===== config.mk =====
export PLATFORM = sky130hd
export DESIGN_NAME = prime_factorizer
export DESIGN_NICKNAME = d
export VERILOG_FILES = /design/src/rtl/core/pf_pkg.sv /design/src/rtl/core/pf_div.sv /design/src/rtl/core/prime_factorizer.sv
export SDC_FILE = /design/constraint.sdc
export NUM_CORES = 1
export LEC_CHECK = 0
export ABC_CLOCK_PERIOD_IN_PS = 3300
export BUFFER_PORTS_ARGS = -buffer_cell sky130_fd_sc_hd__buf_2
export CELL_PAD_IN_SITES_DETAIL_PLACEMENT = 1
export CELL_PAD_IN_SITES_GLOBAL_PLACEMENT = 2
export CORE_ASPECT_RATIO = 1.75
export CORE_UTILIZATION = 35
export CTS_CLUSTER_DIAMETER = 200
export DETAILED_ROUTE_END_ITERATION = 7
export HOLD_SLACK_MARGIN = 0.06
export PLACE_DENSITY_LB_ADDON = 0.1
export SETUP_SLACK_MARGIN = 0.4
export SLEW_MARGIN = 20
export SYNTH_ARGS = -nofsm -noshare
export SYNTH_HDL_FRONTEND = slang
export SYNTH_SLANG_ARGS = --single-unit

===== constraint.sdc =====
create_clock -name clk -period 3.3 [get_ports clk]
set_clock_uncertainty 0.1 [all_clocks]
set_input_delay 0.825 -clock clk [delete_from_list [all_inputs] [get_ports clk]]
set_output_delay 0.825 -clock clk [all_outputs]
set_load 0.02 [all_outputs]

===== src/rtl/core/pf_pkg.sv =====
// Shared constants and types of the prime factorizer.
package pf_pkg;

	localparam int VALUE_BITS_DEF = 31;
	localparam int MAX_RESULTS    = 31;
	localparam int CNT_BITS       = $clog2(MAX_RESULTS);

	typedef enum logic [2:0] {
		ST_IDLE,
		ST_TRIVIAL,
		ST_DIV_START,
		ST_DIV_WAIT,
		ST_SHIFT,
		ST_FLUSH
	} state_t;

	// Handshake between the sequencer and the divider.
	typedef struct packed {
		logic busy;
		logic done;
	} div_stat_t;

endpackage


===== src/rtl/core/pf_div.sv =====
// Restoring radix-2 divider, one quotient bit per cycle.
module pf_div #(
	parameter int W = pf_pkg::VALUE_BITS_DEF
) (
	input  logic                  clk,
	input  logic                  arst_n,
	input  logic                  start,
	input  logic [W-1:0]          dividend,
	input  logic [W-1:0]          divisor,
	output pf_pkg::div_stat_t     stat,
	output logic [W-1:0]          quot,
	output logic [W-1:0]          rem
);
	import pf_pkg::*;

	localparam int CW = $clog2(W);

	logic          busy_q;
	logic          done_q;
	logic [CW-1:0] cnt_q;
	logic [W-1:0]  quot_q;
	logic [W-1:0]  rem_q;

	logic [W:0]    trial;
	logic [W-1:0]  rem_next;
	logic          qbit;

	always_comb begin
		trial = {rem_q, quot_q[W-1]} - {1'b0, divisor};
		if (!trial[W]) begin
			rem_next = trial[W-1:0];
			qbit     = 1'b1;
		end else begin
			rem_next = {rem_q[W-2:0], quot_q[W-1]};
			qbit     = 1'b0;
		end
	end

	always_ff @(posedge clk or negedge arst_n) begin
		if (!arst_n) begin
			busy_q <= 1'b0;
			done_q <= 1'b0;
			cnt_q  <= '0;
		end else begin
			done_q <= 1'b0;
			if (start) begin
				busy_q <= 1'b1;
				cnt_q  <= CW'(W - 1);
			end else if (busy_q) begin
				if (cnt_q == '0) begin
					busy_q <= 1'b0;
					done_q <= 1'b1;
				end else begin
					cnt_q <= cnt_q - 1'b1;
				end
			end
		end
	end

	always_ff @(posedge clk) begin
		if (start) begin
			quot_q <= dividend;
			rem_q  <= '0;
		end else if (busy_q) begin
			quot_q <= {quot_q[W-2:0], qbit};
			rem_q  <= rem_next;
		end
	end

	assign stat.busy = busy_q;
	assign stat.done = done_q;
	assign quot      = quot_q;
	assign rem       = rem_q;

endmodule


===== src/rtl/core/prime_factorizer.sv =====
// Top level of the prime factorizer: trial-division sequencer and output register.
// Takes one unsigned value on the s_ stream and returns its prime factors in
// ascending order, with repeats, on the m_ stream; m_tlast marks the final item of
// each run. Values 0 and 1 give one item with has_factor (m_tuser) low. The block
// accepts a value only when the previous run has been fully handed to the output
// register. Every trial divisor costs one pass of the shared bit-serial divider,
// and each factor found costs one more such pass; divisors run from 2 up to the
// square root of the shrinking remainder, so a value with small factors finishes
// far sooner than a prime of the same width. Waiting on m_tready stalls the run.
module prime_factorizer #(
	parameter int VALUE_BITS = pf_pkg::VALUE_BITS_DEF
) (
	input  logic                                 clk,
	input  logic                                 arst_n,
	input  logic                                 s_tvalid,
	output logic                                 s_tready,
	input  logic [((VALUE_BITS + 7) / 8) * 8-1:0] s_tdata,  // value
	output logic                                 m_tvalid,
	input  logic                                 m_tready,
	output logic [((VALUE_BITS + 7) / 8) * 8-1:0] m_tdata,  // factor
	output logic                                 m_tuser,  // has_factor
	output logic                                 m_tlast   // last
);
	import pf_pkg::*;

	localparam int DATA_W = ((VALUE_BITS + 7) / 8) * 8;
	localparam int D_W    = (VALUE_BITS + 1) / 2 + 1;

	state_t              state_q, state_d;
	logic [VALUE_BITS-1:0] rem_q;
	logic [D_W-1:0]      div_q;
	logic [D_W-1:0]      pend_q;
	logic                pend_vld_q;
	logic [CNT_BITS-1:0] cnt_q;

	logic                  out_vld_q;
	logic [VALUE_BITS-1:0] out_fac_q;
	logic                  out_has_q;
	logic                  out_last_q;

	div_stat_t             dstat;
	logic                  div_start;
	logic [VALUE_BITS-1:0] quot;
	logic [VALUE_BITS-1:0] drem;
	logic [VALUE_BITS-1:0] div_ext;
	logic [VALUE_BITS-1:0] pend_ext;
	logic [VALUE_BITS-1:0] in_val;

	logic                  out_free;
	logic                  push;
	logic [VALUE_BITS-1:0] push_fac;
	logic                  push_has;
	logic                  push_last;
	logic                  at_limit;

	assign div_ext  = {{(VALUE_BITS - D_W){1'b0}}, div_q};
	assign pend_ext = {{(VALUE_BITS - D_W){1'b0}}, pend_q};
	assign in_val   = s_tdata[VALUE_BITS-1:0];
	assign out_free = !out_vld_q || m_tready;
	assign at_limit = (cnt_q == CNT_BITS'(MAX_RESULTS - 1));

	pf_div #(
		.W(VALUE_BITS)
	) u_div (
		.clk     (clk),
		.arst_n  (arst_n),
		.start   (div_start),
		.dividend(rem_q),
		.divisor (div_ext),
		.stat    (dstat),
		.quot    (quot),
		.rem     (drem)
	);

	always_ff @(posedge clk or negedge arst_n) begin
		if (!arst_n) begin
			state_q <= ST_IDLE;
		end else begin
			state_q <= state_d;
		end
	end

	always_comb begin
		state_d   = state_q;
		s_tready  = 1'b0;
		div_start = 1'b0;
		push      = 1'b0;
		push_fac  = pend_ext;
		push_has  = 1'b1;
		push_last = 1'b0;
		case (state_q)
			ST_IDLE: begin
				s_tready = 1'b1;
				if (s_tvalid) begin
					state_d = (in_val <= VALUE_BITS'(1)) ? ST_TRIVIAL : ST_DIV_START;
				end
			end
			ST_TRIVIAL: begin
				if (out_free) begin
					push      = 1'b1;
					push_fac  = '0;
					push_has  = 1'b0;
					push_last = 1'b1;
					state_d   = ST_IDLE;
				end
			end
			ST_DIV_START: begin
				div_start = 1'b1;
				state_d   = ST_DIV_WAIT;
			end
			ST_DIV_WAIT: begin
				if (dstat.done) begin
					if (div_ext > quot) begin
						state_d = ST_FLUSH;
					end else if (drem == '0 && pend_vld_q) begin
						state_d = ST_SHIFT;
					end else begin
						state_d = ST_DIV_START;
					end
				end
			end
			ST_SHIFT: begin
				// Hand the older factor on; the new one stays pending.
				if (out_free) begin
					push      = 1'b1;
					push_last = at_limit;
					state_d   = at_limit ? ST_IDLE : ST_DIV_START;
				end
			end
			ST_FLUSH: begin
				if (out_free) begin
					push = 1'b1;
					if (pend_vld_q) begin
						push_last = (rem_q == VALUE_BITS'(1)) || at_limit;
						state_d   = push_last ? ST_IDLE : ST_FLUSH;
					end else begin
						push_fac  = rem_q;
						push_last = 1'b1;
						state_d   = ST_IDLE;
					end
				end
			end
			default: begin
				state_d = ST_IDLE;
			end
		endcase
	end

	always_ff @(posedge clk or negedge arst_n) begin
		if (!arst_n) begin
			pend_vld_q <= 1'b0;
			cnt_q      <= '0;
		end else begin
			if (state_q == ST_IDLE && s_tvalid) begin
				pend_vld_q <= 1'b0;
				cnt_q      <= '0;
			end else begin
				if (push && push_has && !push_last) begin
					cnt_q <= cnt_q + 1'b1;
				end
				if (state_q == ST_DIV_WAIT && dstat.done && div_ext <= quot && drem == '0) begin
					pend_vld_q <= 1'b1;
				end else if (state_q == ST_FLUSH && out_free) begin
					pend_vld_q <= 1'b0;
				end
			end
		end
	end

	always_ff @(posedge clk) begin
		if (state_q == ST_IDLE && s_tvalid) begin
			rem_q <= in_val;
			div_q <= D_W'(2);
		end else if (state_q == ST_DIV_WAIT && dstat.done && div_ext <= quot) begin
			if (drem == '0) begin
				// Divide out the factor; retry the same divisor.
				rem_q <= quot;
				if (!pend_vld_q) begin
					pend_q <= div_q;
				end
			end else begin
				div_q <= div_q + 1'b1;
			end
		end else if (state_q == ST_SHIFT && out_free) begin
			pend_q <= div_q;
		end
	end

	always_ff @(posedge clk or negedge arst_n) begin
		if (!arst_n) begin
			out_vld_q <= 1'b0;
		end else if (push) begin
			out_vld_q <= 1'b1;
		end else if (m_tready) begin
			out_vld_q <= 1'b0;
		end
	end

	always_ff @(posedge clk) begin
		if (push) begin
			out_fac_q  <= push_fac;
			out_has_q  <= push_has;
			out_last_q <= push_last;
		end
	end

	assign m_tvalid = out_vld_q;
	assign m_tdata  = {{(DATA_W - VALUE_BITS){1'b0}}, out_fac_q};
	assign m_tuser  = out_has_q;
	assign m_tlast  = out_last_q;

`ifndef SYNTHESIS
	a_nofac_last: assert property (@(posedge clk) disable iff (!arst_n)
		m_tvalid && !m_tuser |-> m_tlast)
		else $error("item without factor not marked last");

	a_fac_ge2: assert property (@(posedge clk) disable iff (!arst_n)
		m_tvalid && m_tuser |-> m_tdata[VALUE_BITS-1:0] > VALUE_BITS'(1))
		else $error("emitted factor below two");

	a_done_wait: assert property (@(posedge clk) disable iff (!arst_n)
		dstat.done |-> state_q == ST_DIV_WAIT)
		else $error("divider finished outside wait state");

	a_start_idle: assert property (@(posedge clk) disable iff (!arst_n)
		div_start |-> !dstat.busy)
		else $error("divider restarted while busy");
`endif

endmodule

==> results of run 1 <==
-- critical path: cells and delay by family, from the launching register on --
kind            cells  cell delay (ps)
flops               1              380
buf+inv             3              380
fa+ha+maj           1              210
simple gates        3              900
compound gates      5              850
-- cell type report --
type,instances,area [µm²],area share
flip-flops and latches,177,4770,0.429
multi-input cells,688,4370,0.393
repair buffers,107,717,0.0645
clock buffers,21,450,0.0405
well taps,316,395,0.0356
clock inverters,11,234,0.0211
inverters,46,175,0.0158
-- power breakdown --
part	leakage [nW]	switching (mW)	internal (mW)	total, mW
logic	2.33	2.50	1.76	4.27
registers	1.71	0.553	3.18	3.74
clock network	0.335	0.906	1.51	2.42
-- metrics by stage --
step	hold slack (ps)	power, mW	utilization	area [µm²]	worst slack [ps]
2_1_floorplan	367	6.36	-	9050	176
3_3_place_gp	411	7.58	0.390	9870	223
3_5_place_dp	421	7.67	0.390	9870	198
4_1_cts	191	10.3	0.425	10800	377
5_1_grt	221	11.2	0.438	11100	266
6_report	195	10.4	0.438	11100	410
-- layer usage --
layer  global-route usage  part of all wire  up-vias
li1                     -                 -     3526
met3               0.0247             0.021       25
met2                0.397              0.56       88
met5                    0                 0        -
met1                0.230              0.39     3492
met4               0.0831             0.022        0
-- state kept, by name (all words and copies together), names as in the netlist --
name          count
rem_q            31
state_q           3
pend_vld_q        1
pend_q           17
m_tlast           1
div_q            17
u_div.cnt_q       5
u_div.busy_q      1
u_div.quot       31
m_tuser           1
out_fac_q        31
u_div.rem        31
u_div.done_q      1
m_tvalid          1
cnt_q             5
-- cell usage in the layout (no fill, tap or decap), types with 9 or more instances in the layout --
cell,count
nor2_1,57
clkbuf_16,18
inv_1,33
edfxtp_1,112
and2_1,16
ha_1,27
buf_2,69
dfxtp_1,38
a21o_1,9
ha_4,9
nand2b_1,12
xor2_1,17
nor4_1,22
dfrtp_1,17
o21ai_0,90
a21oi_1,65
nand2_1,185
nand4_1,14
xnor2_1,29
inv_2,12
buf_4,30
-- what timing repair did --
action,CTS,global route
pin swaps,4,16
gates cloned,2,2
setup buffers,6,2
gates resized for setup,29,67
setup endpoints to repair,77,87
-- worst paths after layout --
kind	to	startpoint
worst max-delay path	div_q[10]	u_div.quot[4]
worst min-delay path	pend_vld_q	arst_n
worst max register to register	div_q[10]	u_div.quot[4]
worst min register to register	pend_q[13]	div_q[13]
max in group asynchronous	state_q[0]	arst_n
min in group clk	pend_q[13]	div_q[13]
-- kinds of logic (layout without fill, tap and decap cells) --
family                   count (synthesis)  count (layout)  share of synthesized area
AO/OA/AOI/OAI                          213             213                      0.132
XOR/XNOR                                47              47                     0.0455
AND/OR/NAND/NOR                        381             382                      0.198
buffers and inverters                   91             185                     0.0387
other                                    1               1                   0.000414
adder cells (fa/ha/maj)                 41              41                     0.0575
multiplexers                             3               4                    0.00346
flip-flops                             177             177                      0.525
==> results.yml, run 1 <==
place:
  place_hpwl_mm: 18.6
  routabilityCongestion: 0.746
  dp_cells: 1322
  io_buffer_count: 69
worst_setup_path:
  worstPathArrival_ps: 3170
  max_stage_delay_ps: 450
  cp_max_fo: 5
  required_ps: 3580
  reg2reg_depth: 12
  crit_type: "register to register"
  crit_path_top_delay_cell: "or3_4"
  ff2ff_setup_slack_ps: 410
  path_cells: "inv_2, ha_4, a21o_1, a21oi_2, nor2b_1, o31ai_2, a31oi_4, buf_6, buf_6, or3_4, or3_4, a21oi_2"
  worstSetupStartpointType: "register"
  worstSetupEndpointType: "register"
grt:
  grt_pass1_vias: 7581
  grt.total_usage: 0.210
  grt_overflow: 0
  grt_max_degree: 68
  grt_pass1_wl_mm: 41.6
  antenna_found_initial: 0
route:
  avgViaCountPerCell: 5.22
  wl_per_cell_um: 19.2
  route.detailed.drc: 0
  drtIter0Drc: 321
  first_pass_iters: 4
  vias: 7131
  final_antenna_net_count: 0
  drt_wl_total_mm: 26.2
sta:
  hold_violations: 0
  slew_violations: 0
  fin_crit_sh: 0.876
  period_needed_ps: 2890
  slew_headroom: 0.600
  finalSetupTns_ps: 0
  clock.fmax_ghz: 0.346
  worst_pin_slew_ps: 594
  finalSetupViolations: 0
  rsz0062_at_grt: "yes"
logic_synthesis:
  synth_top_area_share: 0.372
  synth_most_common_cell: "nand2_1"
  ys_async_sr_fraction: 0.0960
  yosys-top-cells-count: "nand2_1, edfxtp_1, o21ai_0, a21oi_1, nor2_1"
  syn_avg_cell_area_um2: 9.49
  ys_seq_elements: 177
  synth.area.top_cells: "edfxtp_1, dfxtp_1, nand2_1"
  synthCells: 954
  ys.flop_type: "edfxtp_1"
  syn_area_um2: 9050
  synth_top_cell_by_area: "edfxtp_1"
  synth_seq_area_share: 0.525
  ys_warn_count: 0
  syn_nets: 1031
  ys_types: 56
  synth_edf_count: 112
clock_tree:
  cts_buffer_depth: 2
  clkLatencyLatePin_ps: 460
  cts.sinks: 177
  root_buffer: "clkbuf_16"
  postCtsHoldBufs: 0
  cts_tree: "yes"
  cts_inserted_buffers: 17
  clk_pin_slew_worst_paths_ps: 70
  htreeDepth: 4
die:
  ios: 72
  die_h_um: 215
  die_area_um2: 26500
  fp.coreArea_um2: 25300
  die_width_um: 124
  rows: 77
  start_util: 0.357
finish:
  drive_gt1_frac: 0.217
  n_antenna_cell: 0
  n_fill_cell: 2882
  instances_no_fill: 1366
  final_nets: 1114
  area_delta_synth_final_pct: 22.7
hold_path:
  hold_path_class: "input port to async pin"
job:
  cap_violations: 0
power_and_ir_drop:
  peakVddDrop_v: 0.000441
  p_per_area_nw_per_um2: 939
  leakagePower_nw: 4.38
status:
  status: "complete, no violations"
No activity file was read; power rests on OpenSTA's default activity.
==> run 2, diff against run 1 <==
--- a/config.mk
+++ b/config.mk
@@ -7,10 +7,8 @@
 export LEC_CHECK = 0
 export ABC_CLOCK_PERIOD_IN_PS = 3300
 export BUFFER_PORTS_ARGS = -buffer_cell sky130_fd_sc_hd__buf_2
-export CELL_PAD_IN_SITES_DETAIL_PLACEMENT = 1
-export CELL_PAD_IN_SITES_GLOBAL_PLACEMENT = 2
 export CORE_ASPECT_RATIO = 1.75
-export CORE_UTILIZATION = 35
+export CORE_UTILIZATION = 50
 export CTS_CLUSTER_DIAMETER = 200
 export DETAILED_ROUTE_END_ITERATION = 7
 export HOLD_SLACK_MARGIN = 0.06
==> run 2 against run 1 <==
Effect of this change: sequential power hardly changed; non-clock buffer count is 3 lower; register-to-register slack gained 20 ps; clock-buffer cell count down 3; total power is 6.0% lower; critical path type unchanged; cell area decreased by 2.4%; cell count fell by 6.5%; clock power shrank 22%; largest cell class unchanged.
==> results.yml, run 2 (synthesized netlist as in run 1, its figures left out) <==
worst_setup_path:
  worstSetupEndpointType: "register"
  crit_type: "register to register"
  reg2reg_depth: 7
  max_stage_delay_ps: 460
  required_ps: 3330
  cp_max_fo: 17
  ff2ff_setup_slack_ps: 430
  path_cells: "nor4_1, nand4_1, or4_1, nor2_1, nand4b_1, o22ai_2, buf_8"
  crit_path_top_delay_cell: "nor4_1"
  worstPathArrival_ps: 2890
  worstSetupStartpointType: "register"
grt:
  grt_pass1_wl_mm: 34.5
  grt.total_usage: 0.236
  grt_max_degree: 64
  antenna_found_initial: 0
  grt_pass1_vias: 6831
  grt_overflow: 0
clock_tree:
  cts_tree: "yes"
  root_buffer: "clkbuf_16"
  clk_pin_slew_worst_paths_ps: 70
  cts_buffer_depth: 2
  cts_inserted_buffers: 17
  clkLatencyLatePin_ps: 430
  postCtsHoldBufs: 0
  cts.sinks: 177
  htreeDepth: 4
die:
  fp.coreArea_um2: 17600
  die_width_um: 104
  ios: 72
  die_area_um2: 18700
  die_h_um: 180
  rows: 64
  start_util: 0.514
place:
  routabilityCongestion: 0.874
  place_hpwl_mm: 15.4
  dp_cells: 1231
  io_buffer_count: 69
  placed_cell_area_um2: 9710
status:
  status: "complete, no violations"
route:
  drt_wl_total_mm: 22.0
  wl_per_cell_um: 17.2
  avgViaCountPerCell: 5.51
  first_pass_iters: 5
  vias: 7036
  route.detailed.drc: 0
  drtIter0Drc: 305
  final_antenna_net_count: 0
sta:
  rsz0062_at_grt: "yes"
  fin_crit_sh: 0.869
  clock.fmax_ghz: 0.349
  period_needed_ps: 2870
  worst_pin_slew_ps: 899
  finalSetupViolations: 0
  slew_violations: 0
  hold_ws_ps: 210
  hold_violations: 0
  slew_headroom: 0.399
  finalSetupTns_ps: 0
power_and_ir_drop:
  p_sw_frac: 0.394
  p_per_area_nw_per_um2: 904
  clkPwrFrac: 0.192
  peakVddDrop_v: 0.000566
  internal-power_mw: 5.94
  switchingPower_mw: 3.86
  leakagePower_nw: 4.27
  comb_power_share: 0.429
  seq_power_share: 0.378
finish:
  n_antenna_cell: 0
  fin_area_um2: 10800
  drive_gt1_frac: 0.218
  instances_no_fill: 1277
  layout_commonest_cell: "nand2_1"
  final_nets: 1110
  layout_common_cells: "nand2_1, edfxtp_1, o21ai_0, buf_2, a21oi_1"
  area_delta_synth_final_pct: 19.7
job:
  cap_violations: 0
hold_path:
  hold_path_class: "input port to async pin"
run 2: cell types whose count changed in the layout (fill, tap and decap cells not counted), moves of 4 or more:
cell / before / now
bufinv_16: 7 / 0
clkinv_4: 1 / 5
dfxtp_4: 2 / 7
ha_1: 27 / 22
ha_4: 9 / 15
inv_2: 12 / 16
inv_6: 0 / 5
nor3_2: 7 / 3
run 2: final timing paths:
check	to	startpoint
max	pend_q[7]	u_div.rem[1]
min	u_div.busy_q	arst_n
max reg2reg	pend_q[7]	u_div.rem[1]
min reg2reg	div_q[3]	div_q[3]
max in group asynchronous	pend_vld_q	arst_n
min in group clk	div_q[3]	div_q[3]
run 2: through the flow:
step                worst slack, ps   util  power [mW]
CTS                             352  0.589        9.42
detailed placement              232  0.551        7.40
finish                          433  0.615        9.80
global placement                283  0.551        7.32
floorplan                       176      -        6.36
global route                    294  0.615        10.5
run 2: per-layer routing:
metal | part of all wire | wire, µm | track usage | vias to the layer above
met5 | 0 | 0 | 0 | -
met4 | 0.041 | 890 | 0.113 | 0
met3 | 0.030 | 662 | 0.0359 | 52
met2 | 0.54 | 11800 | 0.426 | 171
met1 | 0.39 | 8610 | 0.272 | 3289
li1 | - | - | - | 3524
run 2: timing repair:
| action | in CTS | in global routing |
|---|---|---|
| setup buffers | 3 | 7 |
| cloned | 0 | 4 |
| gates resized for setup | 19 | 80 |
| setup endpoints to repair | 70 | 83 |
| pin swaps | 1 | 19 |
run 2: layout make-up:
type                       count  area [µm²]
fill                        1516        6780
sequential                   177        4780
multi-input combinational    687        4350
timing repair buffer         104         692
clock buffer                  18         439
tap                          231         289
inverter                      46         175
clock inverter                14         106
run 2: worst max-delay path, delay by kind of cell, from the launching register on:
| kind | cells | cell delay, ps |
|---|---|---|
| buf+inv | 1 | 200 |
| compound gates | 1 | 260 |
| flops | 1 | 380 |
| simple gates | 5 | 1610 |
run 2: power groups by stage:
stage / logic (mW) / registers [mW] / clock network, mW
3_3_place_gp: 3.64 / 3.68 / 0
3_5_place_dp: 3.71 / 3.69 / 0
6_report: 4.21 / 3.71 / 1.88
5_1_grt: 4.71 / 3.78 / 2.00
4_1_cts: 3.85 / 3.66 / 1.91
2_1_floorplan: 2.73 / 3.62 / 0
